[config.mk]
export PLATFORM = sky130hd
export DESIGN_NAME = bitmap_plane_scroller_unit_flat
export DESIGN_NICKNAME = d
export VERILOG_FILES = /design/src/rtl/bps_pkg.sv /design/src/rtl/bps_if.sv /design/src/rtl/bps_shift.sv /design/src/rtl/bps_ctrl.sv /design/src/rtl/bitmap_plane_scroller_unit.sv /design/src/flat_wrapper.sv
export VERILOG_INCLUDE_DIRS = /design/src /design/src/rtl
export SDC_FILE = /design/constraint.sdc
export NUM_CORES = 1
export LEC_CHECK = 0
export BUFFER_PORTS_ARGS = -buffer_cell sky130_fd_sc_hd__buf_2
export CORE_MARGIN = 5
export CORE_UTILIZATION = 35
export DETAILED_ROUTE_END_ITERATION = 8
export PLACE_DENSITY_LB_ADDON = 0.25
export SKIP_LAST_GASP = 1
export SLEW_MARGIN = 10
export SYNTH_ARGS = -nofsm -noshare
export SYNTH_HDL_FRONTEND = slang
export SYNTH_SLANG_ARGS = --single-unit
[constraint.sdc]
create_clock -name clock -period 5.3 [get_ports clock]
set_input_delay 0.795 -clock clock [delete_from_list [all_inputs] [get_ports clock]]
set_output_delay 0.795 -clock clock [all_outputs]
set_load 0.01 [all_outputs]
[src/rtl/bitmap_plane_scroller_unit_assert.svh]
// Assertion macros used by the bitmap plane scroller RTL
`ifndef BITMAP_PLANE_SCROLLER_UNIT_ASSERT_SVH
`define BITMAP_PLANE_SCROLLER_UNIT_ASSERT_SVH

// Same-cycle implication, checked at every rising clock edge outside reset
`define BPS_ASSERT_NOW(label, ante, cons, msg) \
   label: assert property (@(posedge clock) disable iff (reset) (ante) |-> (cons)) \
      else $error(msg);

// Next-cycle implication
`define BPS_ASSERT_NEXT(label, ante, cons, msg) \
   label: assert property (@(posedge clock) disable iff (reset) (ante) |=> (cons)) \
      else $error(msg);

`endif

[src/rtl/bps_pkg.sv]
// Package of the bitmap plane scroller: widths, codes and shared types
package bps_pkg;

   localparam int PLANE_WIDTH_DEF = 8;
   localparam int PLANE_MAX       = 8;
   localparam int PLANE_BITS      = 64;
   localparam int OFF_W           = $clog2(PLANE_MAX);
   localparam int STEP_W          = 7;
   localparam int GAP_W           = 6;
   localparam int CSR_IDX_W       = 1;
   localparam int CSR_DATA_W      = 6;

   localparam logic [GAP_W-1:0] GAP_MAX = 6'd56;

   localparam logic [1:0] DIR_UP    = 2'd0;
   localparam logic [1:0] DIR_DN    = 2'd1;
   localparam logic [1:0] DIR_RT    = 2'd2;
   localparam logic [1:0] DIR_LEFT  = 2'd3;

   localparam logic [CSR_IDX_W-1:0] CSR_DIRECTION = 1'd0;
   localparam logic [CSR_IDX_W-1:0] CSR_GAP_LINES = 1'd1;

   typedef struct packed {
      logic [1:0]       dir;
      logic             blank;
      logic [OFF_W-1:0] offset;
   } step_ctl_type;

endpackage

[src/rtl/bps_if.sv]
// Channel interfaces of the bitmap plane scroller
interface bps_req_if import bps_pkg::*; ();
   logic                  valid;
   logic                  ready;
   logic [PLANE_BITS-1:0] glyph_plane;
   logic                  flush_end;

   modport source (output valid, output glyph_plane, output flush_end, input ready);
   modport sink   (input valid, input glyph_plane, input flush_end, output ready);
endinterface

interface bps_rsp_if import bps_pkg::*; ();
   logic                  valid;
   logic                  ready;
   logic [PLANE_BITS-1:0] frame_plane;
   logic                  last_of_run;

   modport source (output valid, output frame_plane, output last_of_run, input ready);
   modport sink   (input valid, input frame_plane, input last_of_run, output ready);
endinterface

[src/rtl/bps_shift.sv]
// One scroll step: shift the plane by one line and fill the entering line
module bps_shift import bps_pkg::*; #(
   parameter int PLANE_WIDTH = PLANE_WIDTH_DEF
) (
   input  logic [PLANE_BITS-1:0] cur_plane,
   input  logic [PLANE_BITS-1:0] src_plane,
   input  step_ctl_type          ctl,
   output logic [PLANE_BITS-1:0] next_plane
);

   localparam int IW = $clog2(PLANE_WIDTH);

   logic [IW-1:0]          off_loc;
   logic [IW-1:0]          line_idx;
   logic [PLANE_WIDTH-1:0] line_bits;

   assign off_loc = ctl.offset[IW-1:0];

   // Up and left take the glyph's lines in order, down and right in reverse
   always_comb begin
      if (ctl.dir == DIR_UP || ctl.dir == DIR_LEFT) begin
         line_idx = off_loc;
      end else begin
         line_idx = IW'(PLANE_WIDTH - 1) - off_loc;
      end
   end

   always_comb begin
      logic [5:0] idx;
      for (int k = 0; k < PLANE_WIDTH; k++) begin
         if (ctl.dir == DIR_UP || ctl.dir == DIR_DN) begin
            idx = 6'(int'(line_idx) * PLANE_WIDTH + k);
         end else begin
            idx = 6'(k * PLANE_WIDTH + int'(line_idx));
         end
         line_bits[k] = ctl.blank ? 1'b0 : src_plane[idx];
      end
   end

   // Whole-plane shift, then the entering row or column is overwritten;
   // anything pushed past the plane area is masked off by the sequencer
   always_comb begin
      unique case (ctl.dir)
         DIR_UP: begin
            next_plane = cur_plane >> PLANE_WIDTH;
            next_plane[(PLANE_WIDTH-1)*PLANE_WIDTH +: PLANE_WIDTH] = line_bits;
         end
         DIR_DN: begin
            next_plane = cur_plane << PLANE_WIDTH;
            next_plane[0 +: PLANE_WIDTH] = line_bits;
         end
         DIR_RT: begin
            next_plane = cur_plane << 1;
            for (int y = 0; y < PLANE_WIDTH; y++) begin
               next_plane[y*PLANE_WIDTH] = line_bits[y];
            end
         end
         default: begin
            next_plane = cur_plane >> 1;
            for (int y = 0; y < PLANE_WIDTH; y++) begin
               next_plane[y*PLANE_WIDTH+PLANE_WIDTH-1] = line_bits[y];
            end
         end
      endcase
   end

endmodule

[src/rtl/bps_ctrl.sv]
// Item register, step sequencer, displayed plane and config registers
module bps_ctrl import bps_pkg::*; #(
   parameter int PLANE_WIDTH = PLANE_WIDTH_DEF
) (
   input  logic                  clock,
   input  logic                  reset,
   input  logic                  csr_write,
   input  logic [CSR_IDX_W-1:0]  csr_index,
   input  logic [CSR_DATA_W-1:0] csr_wdata,
   input  logic                  item_valid,
   input  logic [PLANE_BITS-1:0] item_glyph,
   input  logic                  item_flush,
   output logic                  item_ready,
   input  logic                  out_free,
   output logic [PLANE_BITS-1:0] cur_plane,
   output logic [PLANE_BITS-1:0] src_plane,
   output step_ctl_type          step_ctl,
   input  logic [PLANE_BITS-1:0] next_plane,
   output logic                  emit,
   output logic [PLANE_BITS-1:0] emit_frame,
   output logic                  emit_last
);

   localparam int AREA = PLANE_WIDTH * PLANE_WIDTH;
   localparam logic [PLANE_BITS-1:0] AREA_MASK =
      (AREA >= PLANE_BITS) ? '1 : ((PLANE_BITS'(1) << AREA) - PLANE_BITS'(1));

   logic [1:0]            dir_ff, dir_in;
   logic [GAP_W-1:0]      gap_ff, gap_in;
   logic                  busy_ff, busy_in;
   logic [PLANE_BITS-1:0] glyph_ff, glyph_in;
   logic                  flush_ff, flush_in;
   logic [STEP_W-1:0]     step_ff, step_in;
   logic                  loaded_ff, loaded_in;
   logic [PLANE_BITS-1:0] shown_ff, shown_in;

   logic [GAP_W-1:0]  gap_eff;
   logic [STEP_W-1:0] run_total;
   logic [STEP_W-1:0] step_off;
   logic              last_step;
   logic              drop, load, run, done, accept;

   assign gap_eff   = (gap_ff > GAP_MAX) ? GAP_MAX : gap_ff;
   assign run_total = flush_ff ? STEP_W'(PLANE_WIDTH)
                               : STEP_W'(gap_eff) + STEP_W'(PLANE_WIDTH);
   assign last_step = (step_ff == run_total - STEP_W'(1));
   assign step_off  = step_ff - STEP_W'(gap_eff);

   assign drop = busy_ff && flush_ff && !loaded_ff;
   assign load = busy_ff && !flush_ff && !loaded_ff;
   assign run  = busy_ff && loaded_ff;
   assign emit = (load || run) && out_free;
   assign done = drop || (emit && (load || last_step));

   assign item_ready = !busy_ff || done;
   assign accept     = item_valid && item_ready;

   assign cur_plane       = shown_ff;
   assign src_plane       = glyph_ff;
   assign step_ctl.dir    = dir_ff;
   assign step_ctl.blank  = flush_ff || (step_ff < STEP_W'(gap_eff));
   assign step_ctl.offset = step_off[OFF_W-1:0];

   assign emit_frame = load ? glyph_ff : (next_plane & AREA_MASK);
   assign emit_last  = load || last_step;

   always_comb begin
      dir_in    = dir_ff;
      gap_in    = gap_ff;
      busy_in   = busy_ff;
      glyph_in  = glyph_ff;
      flush_in  = flush_ff;
      step_in   = step_ff;
      loaded_in = loaded_ff;
      shown_in  = shown_ff;

      if (csr_write) begin
         unique case (csr_index)
            CSR_DIRECTION: dir_in = csr_wdata[1:0];
            default:       gap_in = csr_wdata[GAP_W-1:0];
         endcase
      end

      if (emit) begin
         shown_in = emit_frame;
         step_in  = step_ff + STEP_W'(1);
      end
      if (load) begin
         loaded_in = emit ? 1'b1 : loaded_ff;
      end
      // a flush run leaves the plane blank and returns to idle
      if (emit && run && flush_ff && last_step) begin
         loaded_in = 1'b0;
      end

      if (done) begin
         busy_in = 1'b0;
         step_in = '0;
      end
      if (accept) begin
         busy_in  = 1'b1;
         glyph_in = item_glyph & AREA_MASK;
         flush_in = item_flush;
         step_in  = '0;
      end
   end

   always_ff @(posedge clock) begin
      if (reset) begin
         dir_ff    <= DIR_UP;
         gap_ff    <= GAP_W'(1);
         busy_ff   <= 1'b0;
         step_ff   <= '0;
         loaded_ff <= 1'b0;
         shown_ff  <= '0;
      end else begin
         dir_ff    <= dir_in;
         gap_ff    <= gap_in;
         busy_ff   <= busy_in;
         step_ff   <= step_in;
         loaded_ff <= loaded_in;
         shown_ff  <= shown_in;
      end
   end

   always_ff @(posedge clock) begin
      glyph_ff <= glyph_in;
      flush_ff <= flush_in;
   end

`include "bitmap_plane_scroller_unit_assert.svh"

   `BPS_ASSERT_NOW(a_step_in_run, busy_ff, step_ff < run_total, "step count past run length")
   `BPS_ASSERT_NEXT(a_flush_blanks, emit && run && flush_ff && last_step, !loaded_ff && shown_ff == '0, "flush did not end blank and idle")
   `BPS_ASSERT_NOW(a_area_only, 1'b1, (shown_ff & ~AREA_MASK) == '0, "bits set beyond the plane")

endmodule

[src/rtl/bitmap_plane_scroller_unit.sv]
// Top level of the bitmap plane scroller with its result register
//
//   channel  dir  beat payload                      handshake
//   req      in   glyph_plane[63:0], flush_end      valid/ready
//   rsp      out  frame_plane[63:0], last_of_run    valid/ready
//   csr      in   csr_index, csr_wdata[5:0]         csr_write, no back-pressure
//
// One scroll step per cycle through the shift datapath while rsp is not
// stalled: a glyph run is PLANE_WIDTH + min(gap_lines, 56) steps, a flush
// PLANE_WIDTH steps, the first glyph after idle a single frame and a flush while idle no frame.
// The next item is taken in the cycle the last frame of the current one issues.
// Reset is synchronous; it clears control and the displayed plane and sets config to defaults.
// A stalled rsp holds its beat and the sequencer waits; req stalls meanwhile unless idle.
module bitmap_plane_scroller_unit import bps_pkg::*; #(
   parameter int PLANE_WIDTH = PLANE_WIDTH_DEF
) (
   input  logic                  clock,
   input  logic                  reset,
   bps_req_if.sink               req_chan,
   bps_rsp_if.source             rsp_chan,
   input  logic                  csr_write,
   input  logic [CSR_IDX_W-1:0]  csr_index,
   input  logic [CSR_DATA_W-1:0] csr_wdata
);

   logic                  rsp_valid_ff, rsp_valid_in;
   logic [PLANE_BITS-1:0] rsp_frame_ff;
   logic                  rsp_last_ff;

   logic                  out_free;
   logic [PLANE_BITS-1:0] cur_plane, src_plane, next_plane, emit_frame;
   step_ctl_type          step_ctl;
   logic                  emit, emit_last;

   assign out_free = !rsp_valid_ff || rsp_chan.ready;

   bps_ctrl #(.PLANE_WIDTH(PLANE_WIDTH)) u_ctrl (
      .clock      (clock),
      .reset      (reset),
      .csr_write  (csr_write),
      .csr_index  (csr_index),
      .csr_wdata  (csr_wdata),
      .item_valid (req_chan.valid),
      .item_glyph (req_chan.glyph_plane),
      .item_flush (req_chan.flush_end),
      .item_ready (req_chan.ready),
      .out_free   (out_free),
      .cur_plane  (cur_plane),
      .src_plane  (src_plane),
      .step_ctl   (step_ctl),
      .next_plane (next_plane),
      .emit       (emit),
      .emit_frame (emit_frame),
      .emit_last  (emit_last)
   );

   bps_shift #(.PLANE_WIDTH(PLANE_WIDTH)) u_shift (
      .cur_plane  (cur_plane),
      .src_plane  (src_plane),
      .ctl        (step_ctl),
      .next_plane (next_plane)
   );

   assign rsp_valid_in = emit || (rsp_valid_ff && !rsp_chan.ready);

   always_ff @(posedge clock) begin
      if (reset) begin
         rsp_valid_ff <= 1'b0;
      end else begin
         rsp_valid_ff <= rsp_valid_in;
      end
   end

   always_ff @(posedge clock) begin
      if (emit) begin
         rsp_frame_ff <= emit_frame;
         rsp_last_ff  <= emit_last;
      end
   end

   assign rsp_chan.valid       = rsp_valid_ff;
   assign rsp_chan.frame_plane = rsp_frame_ff;
   assign rsp_chan.last_of_run = rsp_last_ff;

endmodule

[src/flat_wrapper.sv]
// flat-port wrapper written by rule: the top's interface ports become plain ports
module bitmap_plane_scroller_unit_flat import bps_pkg::*;
#(
   parameter int PLANE_WIDTH = PLANE_WIDTH_DEF
)
  (clock, reset, csr_write, csr_index, csr_wdata, req_chan_valid, req_chan_glyph_plane, req_chan_flush_end, req_chan_ready, rsp_chan_valid, rsp_chan_frame_plane, rsp_chan_last_of_run, rsp_chan_ready);
  bps_req_if req_chan_i ();
  bps_rsp_if rsp_chan_i ();
  input  logic clock;
  input  logic reset;
  input  logic csr_write;
  input  logic [CSR_IDX_W-1:0] csr_index;
  input  logic [CSR_DATA_W-1:0] csr_wdata;
  input wire logic [$bits(req_chan_i.valid)-1:0] req_chan_valid;
  input wire logic [$bits(req_chan_i.glyph_plane)-1:0] req_chan_glyph_plane;
  input wire logic [$bits(req_chan_i.flush_end)-1:0] req_chan_flush_end;
  output wire logic [$bits(req_chan_i.ready)-1:0] req_chan_ready;
  output wire logic [$bits(rsp_chan_i.valid)-1:0] rsp_chan_valid;
  output wire logic [$bits(rsp_chan_i.frame_plane)-1:0] rsp_chan_frame_plane;
  output wire logic [$bits(rsp_chan_i.last_of_run)-1:0] rsp_chan_last_of_run;
  input wire logic [$bits(rsp_chan_i.ready)-1:0] rsp_chan_ready;
  assign req_chan_i.valid = req_chan_valid;
  assign req_chan_i.glyph_plane = req_chan_glyph_plane;
  assign req_chan_i.flush_end = req_chan_flush_end;
  assign req_chan_ready = req_chan_i.ready;
  assign rsp_chan_valid = rsp_chan_i.valid;
  assign rsp_chan_frame_plane = rsp_chan_i.frame_plane;
  assign rsp_chan_last_of_run = rsp_chan_i.last_of_run;
  assign rsp_chan_i.ready = rsp_chan_ready;
  bitmap_plane_scroller_unit #(.PLANE_WIDTH(PLANE_WIDTH)) u_core (.clock(clock), .reset(reset), .req_chan(req_chan_i), .rsp_chan(rsp_chan_i), .csr_write(csr_write), .csr_index(csr_index), .csr_wdata(csr_wdata));
endmodule
==> flow_metrics.env, run 1 <==
export IMPL_synth_edf_count=130
export IMPL_rsz0062_at_grt="no"
export IMPL_cts_root_buffer="clkbuf_16"
export IMPL_reg2reg_depth=12
export IMPL_slew_limit_headroom_pct=32.7
export IMPL_cts_htree_levels=1
export IMPL_start_util_pct=35.3
export IMPL_syn_inst=1279
export IMPL_syn_cell_area_mm2=0.0122
export IMPL_antenna_found_initial=4
export IMPL_die_x_um=196
export IMPL_port_buffers=143
export IMPL_worstPathBufferInverterCount=1
export IMPL_p_seq_share_pct=43.5
export IMPL_crit_type="register to register"
export IMPL_final_util_pct=40.6
export IMPL_finalMaxSlewViolations=0
export IMPL_worstReg2RegEnd="u_core.u_ctrl.cur_plane[23]"
export IMPL_clock_latency_ps=530
export IMPL_dp_cells=1792
export IMPL_synth_cell_type_count=93
export IMPL_cpMostUsedCell="o21ai_0"
export IMPL_cts_tree="built"
export IMPL_clock_sinks=212
export IMPL_nets=1454
export IMPL_wl_per_cell_um=24.1
export IMPL_synthTopCellsByArea="edfxtp_1 (32%), dfxtp_1 (14%), mux2i_1 (5.1%)"
export IMPL_dp_hpwl_um=31500
export IMPL_synth_nets=1370
export IMPL_grt_overflow=0
export IMPL_drt_initial_drc_count=1365
export IMPL_worstSetupStartpointType="register"
export IMPL_p_int_uw=3100
export IMPL_multi_input_area_mm2=0.00605
export IMPL_power_share_combinational_pct=19.9
export IMPL_max_freq_ghz=0.223
export IMPL_holdCritStartpoint="req_chan_glyph_plane[34]"
export IMPL_max_cap_violations=0
export IMPL_vias_per_cell=6.03
export IMPL_grt_pass1_vias=10400
export IMPL_clockPowerShare_pct=36.6
export IMPL_irDropWorstVdd_mv=0.229
export IMPL_ant_nets=0
export IMPL_boundaryPins=144
export IMPL_drt_wl_total_um=44300
export IMPL_r2r_slack_ps=810
export IMPL_globalplace_congestion=0.933
export IMPL_r2r_start="u_core.u_ctrl.gap_ff[3]"
export IMPL_hold_viol=0
export IMPL_synth_top_area_share_pct=32.1
export IMPL_cp_cell_sequence="nand3_1, and2_1, ha_2, buf_4, mux2_2, o21ai_0, a31oi_1, a2bb2oi_1, o2111ai_1, nor3_2, o21ai_0, a311oi_1"
export IMPL_yosysSeqAreaShare_pct=45.6
export IMPL_p_switching_uw=1370
export IMPL_fp_coreArea_mm2=0.0344
export IMPL_grt_max_degree=69
export IMPL_cpPeakStageDelay_ps=900
export IMPL_cp_slowest_cell="ha_2"
export IMPL_layout_setup_ws_ps=815
export IMPL_finClkSkew_ps=15.2
export IMPL_layout_min_cycle_time_ps=4490
export IMPL_die_y_um=196
export IMPL_critPathMaxFanout=43
export IMPL_critPathTopFamily="compound AO/OA/AOI/OAI gates"
export IMPL_n_fill_cell=3485
export IMPL_dr_pass1_iters=8
export IMPL_place_worst_setup_slack_ps=958
export IMPL_grt_usage_pct=22.0
export IMPL_postCtsSetupBuffers=0
export IMPL_regArea_mm2=0.00555
export IMPL_synth_area_leader_cell="edfxtp_1"
export IMPL_dieArea_mm2=0.0385
export IMPL_grt_pass1_wl_um=66500
export IMPL_setup_viol=0
export IMPL_switching_share_pct=30.6
export IMPL_holdPathEnd="u_core.u_ctrl.src_plane[34]"
export IMPL_ys_ff_latch=212
export IMPL_tns_ps=0
export IMPL_synthArstFlopShare_pct=0
export IMPL_cts_clk_slew_worst_paths_ps=60
export IMPL_finalNonFillerCells=1837
export IMPL_cts_buffer_depth=3
export IMPL_worst_ep_required_time_ps=5730
export IMPL_routed_via_count=11100
export IMPL_finalCritPeriodShare_pct=84.6
export IMPL_hold_slack_ps=440
export IMPL_cts_resized=0
export IMPL_layout_drive_gt1_share_pct=18.8
export IMPL_num_rows=68
export IMPL_synth_flop_cell="edfxtp_1"
export IMPL_worst_endpoint_arrival_ps=4910
export IMPL_hold_depth=1
export IMPL_worstMarginPinSlew_ps=1010
export IMPL_drc_errors=0
export IMPL_status="complete, no violations"
export IMPL_worstSetupEndpointType="register"
export IMPL_power_density_mw_per_mm2=320
export IMPL_p_leak_uw=0.00519
export IMPL_avgSynthCellArea_um2=9.50
export IMPL_cts_buffers=24
export IMPL_ctsHoldBuffers=0
export IMPL_syn_to_final_growth_pct=14.7
export IMPL_hp_class="input port to register"
export IMPL_ys_warn_count=0
power by group through the flow:
stage	clock [µW]	combinational, µW	sequential [µW]
2_1_floorplan	0	604	1930
3_3_place_gp	0	869	1970
6_report	1630	888	1940
5_1_grt	1740	954	1950
4_1_cts	1670	870	1940
3_5_place_dp	0	866	1970
per-stage QoR:
stage	power (µW)	cell area [µm²]
6_report	4460	13900
5_1_grt	4640	13900
4_1_cts	4480	13900
3_5_place_dp	2840	13200
3_3_place_gp	2840	13200
2_1_floorplan	2530	12200
worst reg2reg max path, cell delays in order, from the launching register on:
cell and delay (ps):
dfxtp_1 450, nand3_1 150, and2_1 190, ha_2 900, buf_4 540, mux2_2 250
o21ai_0 100, a31oi_1 200, a2bb2oi_1 340, o2111ai_1 170, nor3_2 600, o21ai_0 210
a311oi_1 290
final cells by class:
class	count	area share [%]
Timing Repair Buffer	168	6.66
Antenna cell	1	0.0180
Multi-Input combinational cell	939	43.4
Clock inverter	15	1.01
Inverter	18	0.521
Clock buffer	29	4.52
Tap cell	455	4.08
Sequential cell	212	39.8
worst max-delay path by stage:
stage	endpoint	cells after the start	from	slack, ps
after global routing	u_core.u_ctrl.cur_plane[23]	12	u_core.u_ctrl.gap_ff[3]	600
final	u_core.u_ctrl.cur_plane[23]	12	u_core.u_ctrl.gap_ff[3]	810
after detailed placement	u_core.u_ctrl.cur_plane[23]	12	u_core.u_ctrl.gap_ff[3]	960
after floorplan	u_core.u_ctrl.flush_ff	11	u_core.u_ctrl.gap_ff[3]	1100
after CTS	u_core.u_ctrl.cur_plane[23]	12	u_core.u_ctrl.gap_ff[3]	910
after global placement	u_core.u_ctrl.cur_plane[23]	12	u_core.u_ctrl.gap_ff[3]	1030
synth_stat cells (7+ instances only):
cell	number
o21ai_1	17
a211oi_1	10
and3_1	8
nor3_1	12
and2_1	9
xnor2_1	9
dfxtp_1	82
nor2b_1	11
inv_1	16
a21oi_1	95
a222oi_1	39
o221ai_1	7
xor2_1	7
a221o_1	8
o21ai_0	91
buf_1	15
nand2b_1	20
a221oi_1	20
nand2_1	132
ha_1	13
a311oi_1	7
nor2_1	151
a31oi_1	9
buf_2	18
edfxtp_1	130
buf_4	8
o211ai_1	8
o21a_1	21
a22oi_1	10
nand3_1	27
mux2i_1	62
clkbuf_1	64
mux2_2	7
kinds of logic after synthesis:
kind of cell               count (synthesis)  share of synthesized area [%]
DFF                                      212                           45.6
adders and majority gates                 14                           1.50
AOI/OAI and AO/OA                        424                           24.6
xor gates and xnor gates                  21                           2.00
muxes                                     73                           6.50
and+or+nand+nor                          407                           15.0
buffers and inverters                    128                           4.70
flip-flops by register name, summed over array words and instances (netlist names):
signal	flops
u_core.u_ctrl.dir_ff	2
u_core.u_ctrl.src_plane	64
u_core.u_ctrl.gap_ff	6
u_core.u_ctrl.step_ff	7
u_core.rsp_chan.last_of_run	1
u_core.u_ctrl.flush_ff	1
u_core.rsp_chan.frame_plane	64
u_core.u_ctrl.busy_ff	1
u_core.u_ctrl.loaded_ff	1
u_core.u_ctrl.cur_plane	64
u_core.rsp_chan.valid	1
metal layers:
metal / global-route usage (%) / up-vias / wire [µm]
li1: - / 5022 / -
met1: 31.9 / 5323 / 19200
met2: 33.1 / 627 / 19400
met3: 4.74 / 95 / 4340
met4: 6.80 / 6 / 1320
met5: 0 / - / 45
cell usage in the layout, fill, tap and decap left out, drive strengths merged, types with 10 or more instances in the layout:
cell type and instances:
nand2b 20, o21a 21, nand2 133, a211oi 12
a311oi 12, o21ai 109, clkbuf 29, nor3 13
buf 168, a21oi 95, mux2i 62, nor2b 12
a22oi 11, a222oi 39, clkinv 10, xnor2 10
ha 13, a221oi 21, dfxtp 82, nor2 152
nand3 27, inv 18, edfxtp 130
Note: power is estimated with default switching activity, not from simulation.
==> run 2, diff against run 1 <==
==> constraint.sdc (replaced) <==
create_clock -name clock -period 4.2 [get_ports clock]
set_input_delay 0.63 -clock clock [delete_from_list [all_inputs] [get_ports clock]]
set_output_delay 0.63 -clock clock [all_outputs]
set_load 0.01 [all_outputs]
==> run 2 against run 1 <==
Non-clock buffer count rose by 26. Maximum frequency rose by 14%. Critical path depth rose by 3. First-iteration DRC count rose by 9.4%. Largest power group unchanged.
==> flow_metrics.env, run 2 (synthesis gave the netlist of run 1 again) <==
export IMPL_status="complete, no violations"
export IMPL_cts_htree_levels=1
export IMPL_drt_met1_wl_um=18900
export IMPL_rsz0062_at_grt="yes"
export IMPL_ant_nets=0
export IMPL_cts_root_buffer="clkbuf_16"
export IMPL_setup_viol=0
export IMPL_grt_pass1_wl_um=66800
export IMPL_vias_per_cell=5.99
export IMPL_finalCritPeriodShare_pct=93.4
export IMPL_clock_latency_ps=540
export IMPL_globalplace_congestion=0.948
export IMPL_grt_usage_pct=22.2
export IMPL_dr_pass1_iters=8
export IMPL_dp_hpwl_um=32700
export IMPL_worst_ep_required_time_ps=4490
export IMPL_die_x_um=196
export IMPL_boundaryPins=144
export IMPL_drc_errors=0
export IMPL_fp_coreArea_mm2=0.0344
export IMPL_grt_pass1_vias=10500
export IMPL_p_leak_uw=0.00537
export IMPL_dp_cells=1818
export IMPL_finalNonFillerCells=1862
export IMPL_num_rows=68
export IMPL_diodes=0
export IMPL_postCtsSetupBuffers=0
export IMPL_cts_buffer_depth=3
export IMPL_drt_initial_drc_count=1493
export IMPL_hold_viol=0
export IMPL_fin_area_mm2=0.0143
export IMPL_critPathMaxFanout=14
export IMPL_layout_min_cycle_time_ps=3920
export IMPL_clock_sinks=212
export IMPL_worstSetupEndpointType="register"
export IMPL_max_freq_ghz=0.255
export IMPL_finalMaxSlewViolations=0
export IMPL_cts_tree="built"
export IMPL_drt_wl_total_um=44700
export IMPL_placed_area_mm2=0.0134
export IMPL_power_density_mw_per_mm2=415
export IMPL_final_cell_mix="nor2_1 (150), buf_2 (143), nand2_1 (131), edfxtp_1 (130), a21oi_1 (95)"
export IMPL_worstSetupStartpointType="register"
export IMPL_routed_via_count=11200
export IMPL_hp_class="input port to register"
export IMPL_cts_clk_slew_worst_paths_ps=60
export IMPL_n_fill_cell=3485
export IMPL_antenna_found_initial=1
export IMPL_met2_length_um=20000
export IMPL_layout_drive_gt1_share_pct=20.5
export IMPL_start_util_pct=35.3
export IMPL_syn_to_final_growth_pct=17.5
export IMPL_dieArea_mm2=0.0385
export IMPL_port_buffers=143
export IMPL_worst_endpoint_arrival_ps=4210
export IMPL_cts_buffers=24
export IMPL_grt_max_degree=82
export IMPL_die_y_um=196
export IMPL_nets=1480
export IMPL_worstMarginPinSlew_ps=848
export IMPL_dr_max_layer_used="met4"
export IMPL_max_cap_violations=0
export IMPL_wl_per_cell_um=24.0
export IMPL_irDropWorstVdd_mv=0.292
export IMPL_finClkSkew_ps=16.4
export IMPL_final_common_cell="nor2_1"
export IMPL_power_uw=5920
export IMPL_crit_type="register to register"
export IMPL_slew_limit_headroom_pct=43.3
export IMPL_grt_overflow=0
export IMPL_dr_wl_met3_um=4360
[run 2: final timing paths]
check / start / to / slack [ps] / cells after the start
worst max-delay path: u_core.u_ctrl.gap_ff[3] / u_core.rsp_chan.frame_plane[31] / 280 / 15
worst min-delay path: req_chan_flush_end / u_core.u_ctrl.flush_ff / 270 / 1
worst max register to register: u_core.u_ctrl.gap_ff[3] / u_core.rsp_chan.frame_plane[31] / 280 / 15
worst min register to register: u_core.u_ctrl.cur_plane[0] / u_core.u_ctrl.cur_plane[0] / 510 / 2
[run 2: through the flow]
step | TNS [ps] | setup WS, ps | hold slack (ps) | util (%)
2_1_floorplan | 0 | 274 | 449 | -
3_3_place_gp | -51.2 | -51.2 | 477 | 39.0
3_5_place_dp | -54.0 | -50.9 | 494 | 39.0
4_1_cts | 0 | 70.7 | 240 | 41.5
5_1_grt | -0.179 | -0.179 | 245 | 41.5
6_report | 0 | 277 | 266 | 41.5
[run 2: routing by layer]
metal  global-route usage (%)  vias to the layer above
li1                         -                     5062
met1                     31.6                     5353
met2                     34.5                      649
met3                     4.36                       91
met4                     6.54                        0
met5                        0                        -
[run 2: cell type report]
type,count,area (µm²),share of cell area [%]
multi-input combinational,939,6060,42.5
clock buffer,29,639,4.48
clock inverter,15,221,1.55
timing repair buffer,194,1160,8.14
sequential,212,5550,38.9
tap,455,569,3.99
inverter,18,72.6,0.509
[run 2: critical path, stage by stage (launching register included)]
cell and delay [ps]:
dfxtp_1 370, nand3_1 150, and2_1 150, ha_2 170
inv_1 60, fa_2 770, buf_4 250, nand2b_1 240
o22ai_1 130, o221ai_1 80, a21oi_1 90, a2111oi_1 590
buf_4 230, nor3_1 40, o21ai_0 260, nand2_1 90
[run 2: repair_timing]
item / CTS / global route
setup endpoints to repair: 2 / 19
hold buffers: 0 / 0
resized for setup: 1 / 2
[run 2: power by group]
group | switching, µW | internal [µW]
combinational | 739 | 444
sequential | 131 | 2320
clock | 887 | 1400
